File: src/hw/rtl/assert_macros.svh
// Assertion macros shared by the RTL files.
`ifndef ASSERT_MACROS_SVH
`define ASSERT_MACROS_SVH
`ifndef SYNTHESIS
`define ASSERT_IMPLY(lbl, clk, rst, pre, post, msg) \
  lbl: assert property (@(posedge clk) disable iff (rst) (pre) |-> (post)) else $error(msg);
`define ASSERT_NEXT(lbl, clk, rst, pre, post, msg) \
  lbl: assert property (@(posedge clk) disable iff (rst) (pre) |=> (post)) else $error(msg);
`else
`define ASSERT_IMPLY(lbl, clk, rst, pre, post, msg)
`define ASSERT_NEXT(lbl, clk, rst, pre, post, msg)
`endif
`endif

File: src/hw/rtl/aef_pkg.sv
package aef_pkg;

  localparam int Y_W     = 24;
  localparam int W_W     = 17;
  localparam int G_W     = 24;
  localparam int MUL_W   = 25;
  localparam int PROD_W  = 2 * MUL_W;
  localparam int CFG_I_W = 2;
  localparam int CFG_D_W = 24;

  localparam logic signed [Y_W-1:0] Y_MAX   = 24'sh7FFFFF;
  localparam logic signed [Y_W-1:0] Y_MIN   = 24'sh800000;
  localparam logic [W_W-1:0]        ONE_Q16 = 17'h10000;

  localparam logic [W_W-1:0] WMIN_RST = 17'd3277;
  localparam logic [W_W-1:0] WMAX_RST = 17'd36045;
  localparam logic [G_W-1:0] GAIN_RST = 24'd236223;

  localparam logic [CFG_I_W-1:0] CFG_WMIN = 2'd0;
  localparam logic [CFG_I_W-1:0] CFG_WMAX = 2'd1;
  localparam logic [CFG_I_W-1:0] CFG_GAIN = 2'd2;

  typedef enum logic [3:0] {
    S_IDLE,
    S_DIFF,
    S_FMUL,
    S_FUPD,
    S_SQ,
    S_GLO,
    S_GHI,
    S_WUPD,
    S_OUT
  } aef_state_t;

  typedef enum logic [1:0] {
    MS_FILT,
    MS_SQ,
    MS_GLO,
    MS_GHI
  } mul_sel_t;

  typedef struct packed {
    logic     idle;
    logic     take;
    logic     mul_en;
    mul_sel_t msel;
    logic     save_hi;
    logic     save_plo;
    logic     upd_y;
    logic     upd_w;
    logic     load_out;
  } aef_ctrl_t;

  function automatic logic [W_W-1:0] sat_one(input logic [W_W-1:0] w);
    return (w[W_W-1] && (|w[W_W-2:0])) ? ONE_Q16 : w;
  endfunction

endpackage

File: src/hw/rtl/aef_mul.sv
module aef_mul (
  input  logic                                 clk,
  input  logic                                 en,
  input  logic signed [aef_pkg::MUL_W-1:0]     op_a,
  input  logic signed [aef_pkg::MUL_W-1:0]     op_b,
  output logic signed [aef_pkg::PROD_W-1:0]    prod
);
  import aef_pkg::*;

  always_ff @(posedge clk) begin
    if (en) begin
      prod <= PROD_W'(op_a) * PROD_W'(op_b);
    end
  end

endmodule

File: src/hw/rtl/aef_ctrl.sv
`include "assert_macros.svh"

module aef_ctrl (
  input  logic               clk,
  input  logic               rst,
  input  logic               accept,
  input  logic               first,
  input  logic               func,
  input  logic               out_free,
  output aef_pkg::aef_ctrl_t ctl
);
  import aef_pkg::*;

  aef_state_t state, state_next;

  always_ff @(posedge clk) begin
    if (rst) begin
      state <= S_IDLE;
    end else begin
      state <= state_next;
    end
  end

  always_comb begin
    state_next = state;
    ctl        = '0;
    ctl.msel   = MS_FILT;
    unique case (state)
      S_IDLE: begin
        ctl.idle = 1'b1;
        if (accept) state_next = S_DIFF;
      end
      S_DIFF: begin
        ctl.take = 1'b1;
        if (first) state_next = S_OUT;
        else if (func) state_next = S_SQ;
        else state_next = S_FMUL;
      end
      S_FMUL: begin
        ctl.mul_en = 1'b1;
        ctl.msel   = MS_FILT;
        state_next = S_FUPD;
      end
      S_FUPD: begin
        ctl.upd_y  = 1'b1;
        state_next = S_OUT;
      end
      S_SQ: begin
        ctl.mul_en = 1'b1;
        ctl.msel   = MS_SQ;
        state_next = S_GLO;
      end
      S_GLO: begin
        ctl.mul_en  = 1'b1;
        ctl.msel    = MS_GLO;
        ctl.save_hi = 1'b1;
        state_next  = S_GHI;
      end
      S_GHI: begin
        ctl.mul_en   = 1'b1;
        ctl.msel     = MS_GHI;
        ctl.save_plo = 1'b1;
        state_next   = S_WUPD;
      end
      S_WUPD: begin
        ctl.upd_w  = 1'b1;
        state_next = S_OUT;
      end
      S_OUT: begin
        // hold until the output register is free
        if (out_free) begin
          ctl.load_out = 1'b1;
          state_next   = S_IDLE;
        end
      end
      default: begin
        state_next = S_IDLE;
      end
    endcase
  end

  `ASSERT_IMPLY(a_load_when_free, clk, rst, ctl.load_out, out_free, "output loaded while busy")
  `ASSERT_IMPLY(a_one_action, clk, rst, 1'b1, $onehot0({ctl.take, ctl.upd_y, ctl.upd_w, ctl.load_out}), "overlapping actions")
  `ASSERT_NEXT(a_upd_then_out, clk, rst, ctl.upd_y || ctl.upd_w, state == S_OUT, "update not followed by output")

endmodule

File: src/hw/rtl/adaptive_ema_filter.sv
// Adaptive exponential moving average.
// Input channel (in_valid/in_stall): func, sample, weight_in. func 0 filters
// with weight_in (Q1.16, clamped to 1.0); func 1 recomputes the stored weight
// from the squared error and the gain, clamped to weight_min..weight_max.
// The first word after reset is not filtered; it loads the scaled sample.
// Output channel (out_valid/out_stall): one result word per input word with
// filtered (Q.8), stored_weight (Q1.16) and ready_res.
// Config channel (cfg_valid/cfg_ready): cfg_index 0..2 selects weight_min,
// weight_max or weight_gain; other indexes are ignored. Write only when idle.
// Steps after accept: S_DIFF, then S_OUT for the first word; for func 0
// S_FMUL, S_FUPD, S_OUT; for func 1 S_SQ, S_GLO, S_GHI, S_WUPD, S_OUT. The
// next word is taken only after S_OUT loads the result into the output
// register. One 25x25 multiplier is shared by the filter product, the error
// square and the two partial products of the gain, stepped by the sequencer.
// A stalled result stays in the output register; the block finishes the next
// item and holds it until the register frees. Reset (synchronous) clears the
// filter state and restores the register defaults; in_stall is high in reset.
`include "assert_macros.svh"

module adaptive_ema_filter #(
  parameter int SAMPLE_BITS = 16,
  parameter int FRAC_BITS   = 8
) (
  input  logic                                 clk,
  input  logic                                 rst,
  input  logic                                 in_valid,
  output logic                                 in_stall,
  input  logic                                 func,
  input  logic signed [SAMPLE_BITS-1:0]        sample,
  input  logic [aef_pkg::W_W-1:0]              weight_in,
  output logic                                 out_valid,
  input  logic                                 out_stall,
  output logic signed [aef_pkg::Y_W-1:0]       filtered,
  output logic [aef_pkg::W_W-1:0]              stored_weight,
  output logic                                 ready_res,
  input  logic                                 cfg_valid,
  output logic                                 cfg_ready,
  input  logic [aef_pkg::CFG_I_W-1:0]          cfg_index,
  input  logic [aef_pkg::CFG_D_W-1:0]          cfg_data
);
  import aef_pkg::*;

  localparam int SW = SAMPLE_BITS + FRAC_BITS;
  localparam int XW = ((SW > Y_W) ? SW : Y_W) + 1;

  aef_ctrl_t ctl;
  logic      accept;
  logic      out_free;

  logic [W_W-1:0] weight_min, weight_max;
  logic [G_W-1:0] weight_gain;
  logic [W_W-1:0] wmin_s, wmax_s;

  logic signed [Y_W-1:0] x, smoothed;
  logic                  func_q, first_q, primed;
  logic [W_W-1:0]        a_q, adaptive_weight;
  logic signed [Y_W:0]   d;
  logic [G_W-1:0]        d2hi, plo;

  logic signed [XW-1:0]     sx;
  logic                     ovf;
  logic signed [Y_W-1:0]    x_sat;
  logic signed [MUL_W-1:0]  op_a, op_b;
  logic signed [PROD_W-1:0] prod, prod_sh;
  logic [2*G_W:0]           wsum;
  logic [2*G_W-8:0]         inc;
  logic [W_W:0]             w_sum;
  logic [W_W-1:0]           w_new;
  logic                     out_valid_next;

  assign accept    = in_valid && !in_stall;
  assign in_stall  = rst || !ctl.idle;
  assign out_free  = !out_valid || !out_stall;
  assign cfg_ready = !rst;

  assign wmin_s = sat_one(weight_min);
  assign wmax_s = sat_one(weight_max);

  // scale the sample and saturate to the filter range
  assign sx    = {{(XW-SAMPLE_BITS){sample[SAMPLE_BITS-1]}}, sample} <<< FRAC_BITS;
  assign ovf   = !((&sx[XW-1:Y_W-1]) || !(|sx[XW-1:Y_W-1]));
  assign x_sat = ovf ? (sx[XW-1] ? Y_MIN : Y_MAX) : sx[Y_W-1:0];

  always_ff @(posedge clk) begin
    if (rst) begin
      weight_min  <= WMIN_RST;
      weight_max  <= WMAX_RST;
      weight_gain <= GAIN_RST;
    end else if (cfg_valid && cfg_ready) begin
      unique case (cfg_index)
        CFG_WMIN: weight_min  <= cfg_data[W_W-1:0];
        CFG_WMAX: weight_max  <= cfg_data[W_W-1:0];
        CFG_GAIN: weight_gain <= cfg_data[G_W-1:0];
        default: begin
          // drop writes to unused indexes
        end
      endcase
    end
  end

  aef_ctrl u_ctrl (
    .clk      (clk),
    .rst      (rst),
    .accept   (accept),
    .first    (first_q),
    .func     (func_q),
    .out_free (out_free),
    .ctl      (ctl)
  );

  always_comb begin
    unique case (ctl.msel)
      MS_FILT: begin
        op_a = d;
        op_b = signed'({{(MUL_W-W_W){1'b0}}, a_q});
      end
      MS_SQ: begin
        op_a = d;
        op_b = d;
      end
      MS_GLO: begin
        op_a = signed'({1'b0, prod[G_W-1:0]});
        op_b = signed'({1'b0, weight_gain});
      end
      MS_GHI: begin
        op_a = signed'({1'b0, d2hi});
        op_b = signed'({1'b0, weight_gain});
      end
      default: begin
        op_a = d;
        op_b = d;
      end
    endcase
  end

  aef_mul u_mul (
    .clk  (clk),
    .en   (ctl.mul_en),
    .op_a (op_a),
    .op_b (op_b),
    .prod (prod)
  );

  assign prod_sh = prod >>> 16;

  // increment = (d2 * gain) >> 32, built from two 24-bit partial products
  assign wsum  = {1'b0, prod[2*G_W-1:0]} + {{(G_W+1){1'b0}}, plo};
  assign inc   = wsum[2*G_W:8];
  assign w_sum = {1'b0, wmin_s} + {1'b0, inc[W_W-1:0]};
  assign w_new = ((|inc[2*G_W-8:W_W]) || (w_sum > {1'b0, wmax_s})) ? wmax_s : w_sum[W_W-1:0];

  always_ff @(posedge clk) begin
    if (accept) begin
      x       <= x_sat;
      func_q  <= func;
      first_q <= !primed;
      a_q     <= sat_one(weight_in);
    end
    if (ctl.take && !first_q) begin
      d <= {x[Y_W-1], x} - {smoothed[Y_W-1], smoothed};
    end
    if (ctl.save_hi) begin
      d2hi <= prod[2*G_W-1:G_W];
    end
    if (ctl.save_plo) begin
      plo <= prod[2*G_W-1:G_W];
    end
  end

  always_ff @(posedge clk) begin
    if (rst) begin
      smoothed        <= '0;
      primed          <= 1'b0;
      adaptive_weight <= '0;
    end else begin
      if (ctl.take && first_q) begin
        smoothed        <= x;
        primed          <= 1'b1;
        adaptive_weight <= func_q ? wmin_s : '0;
      end
      if (ctl.upd_y) begin
        smoothed <= smoothed + signed'(prod_sh[Y_W-1:0]);
      end
      if (ctl.upd_w) begin
        adaptive_weight <= w_new;
      end
    end
  end

  always_comb begin
    out_valid_next = out_valid;
    if (ctl.load_out) out_valid_next = 1'b1;
    else if (!out_stall) out_valid_next = 1'b0;
  end

  always_ff @(posedge clk) begin
    if (rst) begin
      out_valid <= 1'b0;
    end else begin
      out_valid <= out_valid_next;
    end
  end

  always_ff @(posedge clk) begin
    if (ctl.load_out) begin
      filtered      <= smoothed;
      stored_weight <= adaptive_weight;
      ready_res     <= primed;
    end
  end

  `ASSERT_NEXT(a_busy_after_accept, clk, rst, accept, in_stall, "word taken while busy")
  `ASSERT_IMPLY(a_weight_range, clk, rst, out_valid, stored_weight <= ONE_Q16, "weight above one")
  `ASSERT_IMPLY(a_primed_out, clk, rst, out_valid, ready_res && primed, "result before priming")
  `ASSERT_NEXT(a_gain_steps, clk, rst, ctl.save_hi, ctl.save_plo, "gain partial products out of order")

endmodule
File: config.mk
export PLATFORM = sky130hd
export DESIGN_NAME = adaptive_ema_filter
export DESIGN_NICKNAME = d
export VERILOG_FILES = /design/src/hw/rtl/aef_pkg.sv /design/src/hw/rtl/aef_mul.sv /design/src/hw/rtl/aef_ctrl.sv /design/src/hw/rtl/adaptive_ema_filter.sv
export VERILOG_INCLUDE_DIRS = /design/src /design/src/hw/rtl
export SDC_FILE = /design/constraint.sdc
export NUM_CORES = 2
export LEC_CHECK = 0
export BUFFER_PORTS_ARGS = -buffer_cell sky130_fd_sc_hd__buf_2
export CAP_MARGIN = 20
export CELL_PAD_IN_SITES_DETAIL_PLACEMENT = 1
export CELL_PAD_IN_SITES_GLOBAL_PLACEMENT = 1
export CORE_MARGIN = 2
export CORE_UTILIZATION = 55
export CTS_CLUSTER_DIAMETER = 80
export DETAILED_ROUTE_END_ITERATION = 10
export PLACE_DENSITY_LB_ADDON = 0.1
export SYNTH_ARGS = -nofsm -noshare
export SYNTH_HDL_FRONTEND = slang
export SYNTH_SLANG_ARGS = --single-unit
File: constraint.sdc
create_clock -name clk -period 16.1 [get_ports clk]
set_input_delay 0 -clock clk [delete_from_list [all_inputs] [get_ports clk]]
set_output_delay 0 -clock clk [all_outputs]
set_load 0.01 [all_outputs]
==> results.json <==
{
  "status": "complete, no violations",
  "max_stage_delay_ns": 0.86,
  "crit_top_cell": "fa_1",
  "cts_hold_buffers": 71,
  "utilization_pct": 60.3,
  "mostFrequentLayoutCells": "fa_1, inv_1, nand2_1",
  "gp_congestion": 0.960,
  "worstRegToRegCells": 28,
  "grt_pass1_vias": 33000,
  "grt_pass1_wl_um": 203000,
  "final_common_cell": "fa_1",
  "die_w_um": 264,
  "rsz0062_at_grt": "no",
  "synthCells": 3961,
  "rr_endpoint": "u_mul.prod[45]$_DFFE_PP_",
  "syn_area_mm2": 0.0373,
  "fmax_ghz": 0.0937,
  "place.port_buffers": 109,
  "cts_tree": "built",
  "clock-skew-final_ns": 0.0248,
  "routedWlPerCell_um": 27.0,
  "cp.required_ns": 16.43,
  "worst_setup_path_start_kind": "flip-flop",
  "slew_headroom_pct": 25.5,
  "ys_warn_count": 0,
  "clockRootBuffer": "clkbuf_16",
  "core_mm2": 0.0672,
  "crit_end": "u_mul.prod[45]$_DFFE_PP_",
  "setup_viol": 0,
  "holdWs_ns": 0.127,
  "drv_slew": 0,
  "finalNetCount": 5000,
  "critPathArrivalTime_ns": 11.01,
  "ant_nets": 0,
  "r2r_slack_ns": 5.43,
  "ys.flop_type": "edfxtp_1",
  "die_h_um": 264,
  "grt.overflow.total": 0,
  "clock_sinks": 303,
  "ys_seq_elements": 303,
  "cts_setup_buffers": 0,
  "initial_core_util_pct": 55.5,
  "clkSlewWorstSetupHoldPaths_ns": 0.07,
  "track_usage_pct": 39.2,
  "min_path_type": "in -> reg",
  "vias": 30100,
  "wl_um": 134000,
  "area_delta_synth_final_pct": 8.67,
  "crit_path_end_kind": "flip-flop",
  "period_minus_slack_ns": 10.67,
  "hold_viol_final": 0,
  "antenna_found_initial": 5,
  "viasPerCell": 6.08,
  "grt_max_degree": 74,
  "ys_types": 71,
  "synth_fp_nets": 4903,
  "setup.worst_path.start": "u_ctrl.state[1]$_SDFFE_PP0P_",
  "crit_path_top_delay_cell": "nor2_2",
  "dpl.hpwl_um": 105000,
  "synth_edf_count": 198,
  "tns_ns": 0,
  "drtIter0Drc": 2704,
  "crit_path_max_fanout": 26,
  "ys_seq_area_share_pct": 21.6,
  "worst_pin_slew_ns": 1.12,
  "fin_crit_sh_pct": 66.3,
  "r2r-start": "u_ctrl.state[1]$_SDFFE_PP0P_",
  "route.detailed.drc": 0,
  "rows": 95,
  "drive_above_1_share_pct": 6.40,
  "numCtsBuffers": 29,
  "synth-async-reset-ratio_pct": 0,
  "cts-resized-gates": 0,
  "dr.pass1.iters": 5,
  "crit_type": "reg -> reg",
  "die_area_mm2": 0.0698,
  "io_pins": 110,
  "htreeDepth": 1,
  "clockBufferDepth": 3,
  "avgSynthCellArea_um2": 9.41,
  "clock_latency_ns": 0.60,
  "maxCapViolations": 0
}
==> cells by family after synthesis <==
logic type | share of synthesized area (%)
simple gates | 15.8
mux | 0.490
compound gates | 8.56
buf+inv | 8.21
xor+xnor | 2.96
fa+ha+maj | 42.4
flops | 21.6
==> registers in the layout, summed over array words and instances, names as in the netlist <==
register	cells
d2hi	24
ready_res	1
adaptive_weight	17
smoothed	24
d	25
x	16
a_q	17
filtered	24
out_valid	1
weight_gain	24
weight_min	17
primed	1
plo	24
u_ctrl.state	4
weight_max	17
u_mul.prod	48
func_q	1
first_q	1
stored_weight	17
==> metal layers <==
layer,routed length [µm],global-route usage [%]
met1,52300,51.5
met2,61800,62.5
met3,11400,7.03
met4,8350,20.2
met5,33,0
==> synth_stat cells (all sizes together) (6+ instances only) <==
master    n  area (µm²)
a211oi   22         165
a21boi    7        52.6
a21o     48         360
a21oi   143         727
a22o      7        61.3
a22oi    38         285
a311oi   26         272
a31oi    15         109
a41oi     6        52.6
and2     44         275
and3     19         119
and4      8        70.1
buf       8        57.6
clkbuf  160         601
dfxtp   105        2100
edfxtp  198        5950
fa      642       12900
ha      235        2940
inv     638        2390
mux2i    16         160
nand2   590        2210
nand2b   18         113
nand3    81         405
nand4    13        81.3
nor2    409        1540
nor2b    55         344
nor3     41         216
nor4     17         121
o21a     34         255
o21ai    79         395
o21bai   11        82.6
o31ai     9        67.6
or2      10        62.6
or3      31         194
xnor2    95         832
xor2     31         272
==> worst min-delay path by stage <==
stage / start / to / slack [ns] / depth (start not counted)
after floorplan: func / func_q$_DFFE_PP_ / 0.1 / 0
after global placement: sample[14] / x[22]$_DFFE_PP_ / 0.18 / 1
after detailed placement: sample[14] / x[22]$_DFFE_PP_ / 0.18 / 1
after CTS: cfg_valid / weight_gain[8]$_SDFFE_PP0P_ / 0.11 / 6
after global routing: sample[13] / x[21]$_DFFE_PP_ / 0.13 / 2
final: sample[1] / x[9]$_DFFE_PP_ / 0.13 / 2
==> area by class of cell <==
type	instances	area, µm²
fill	7601	26700
sequential	303	8050
inverter	640	2400
multi-input combinational	2850	26200
timing repair buffer	234	1680
clock buffer	34	774
clock inverter	20	258
tap	873	1090
antenna	1	2.50
==> worst max-delay path, delay by kind of cell, from the launching register on <==
kind,cells,cell delay [ns]
buffers and inverters,5,0.38
XOR/XNOR,1,0.15
adder cells (fa/ha/maj),8,4.00
flip-flops,1,0.46
AO/OA/AOI/OAI,7,2.15
AND/OR/NAND/NOR,7,3.26
==> per-stage QoR <==
| step | std cells | setup slack, ns | area, µm² |
|---|---|---|---|
| 5_1_grt | 4954 | 5.00 | 40500 |
| 6_report | 4955 | 5.43 | 40500 |
| 3_3_place_gp | 4827 | 5.89 | 38700 |
| 2_1_floorplan | 3961 | 6.46 | 37300 |
| 4_1_cts | 4953 | 5.62 | 40500 |
| 3_5_place_dp | 4828 | 5.70 | 38700 |
Power is not shown: default switching activity piles up to over one toggle a cycle in this logic, so the estimate is an artifact.
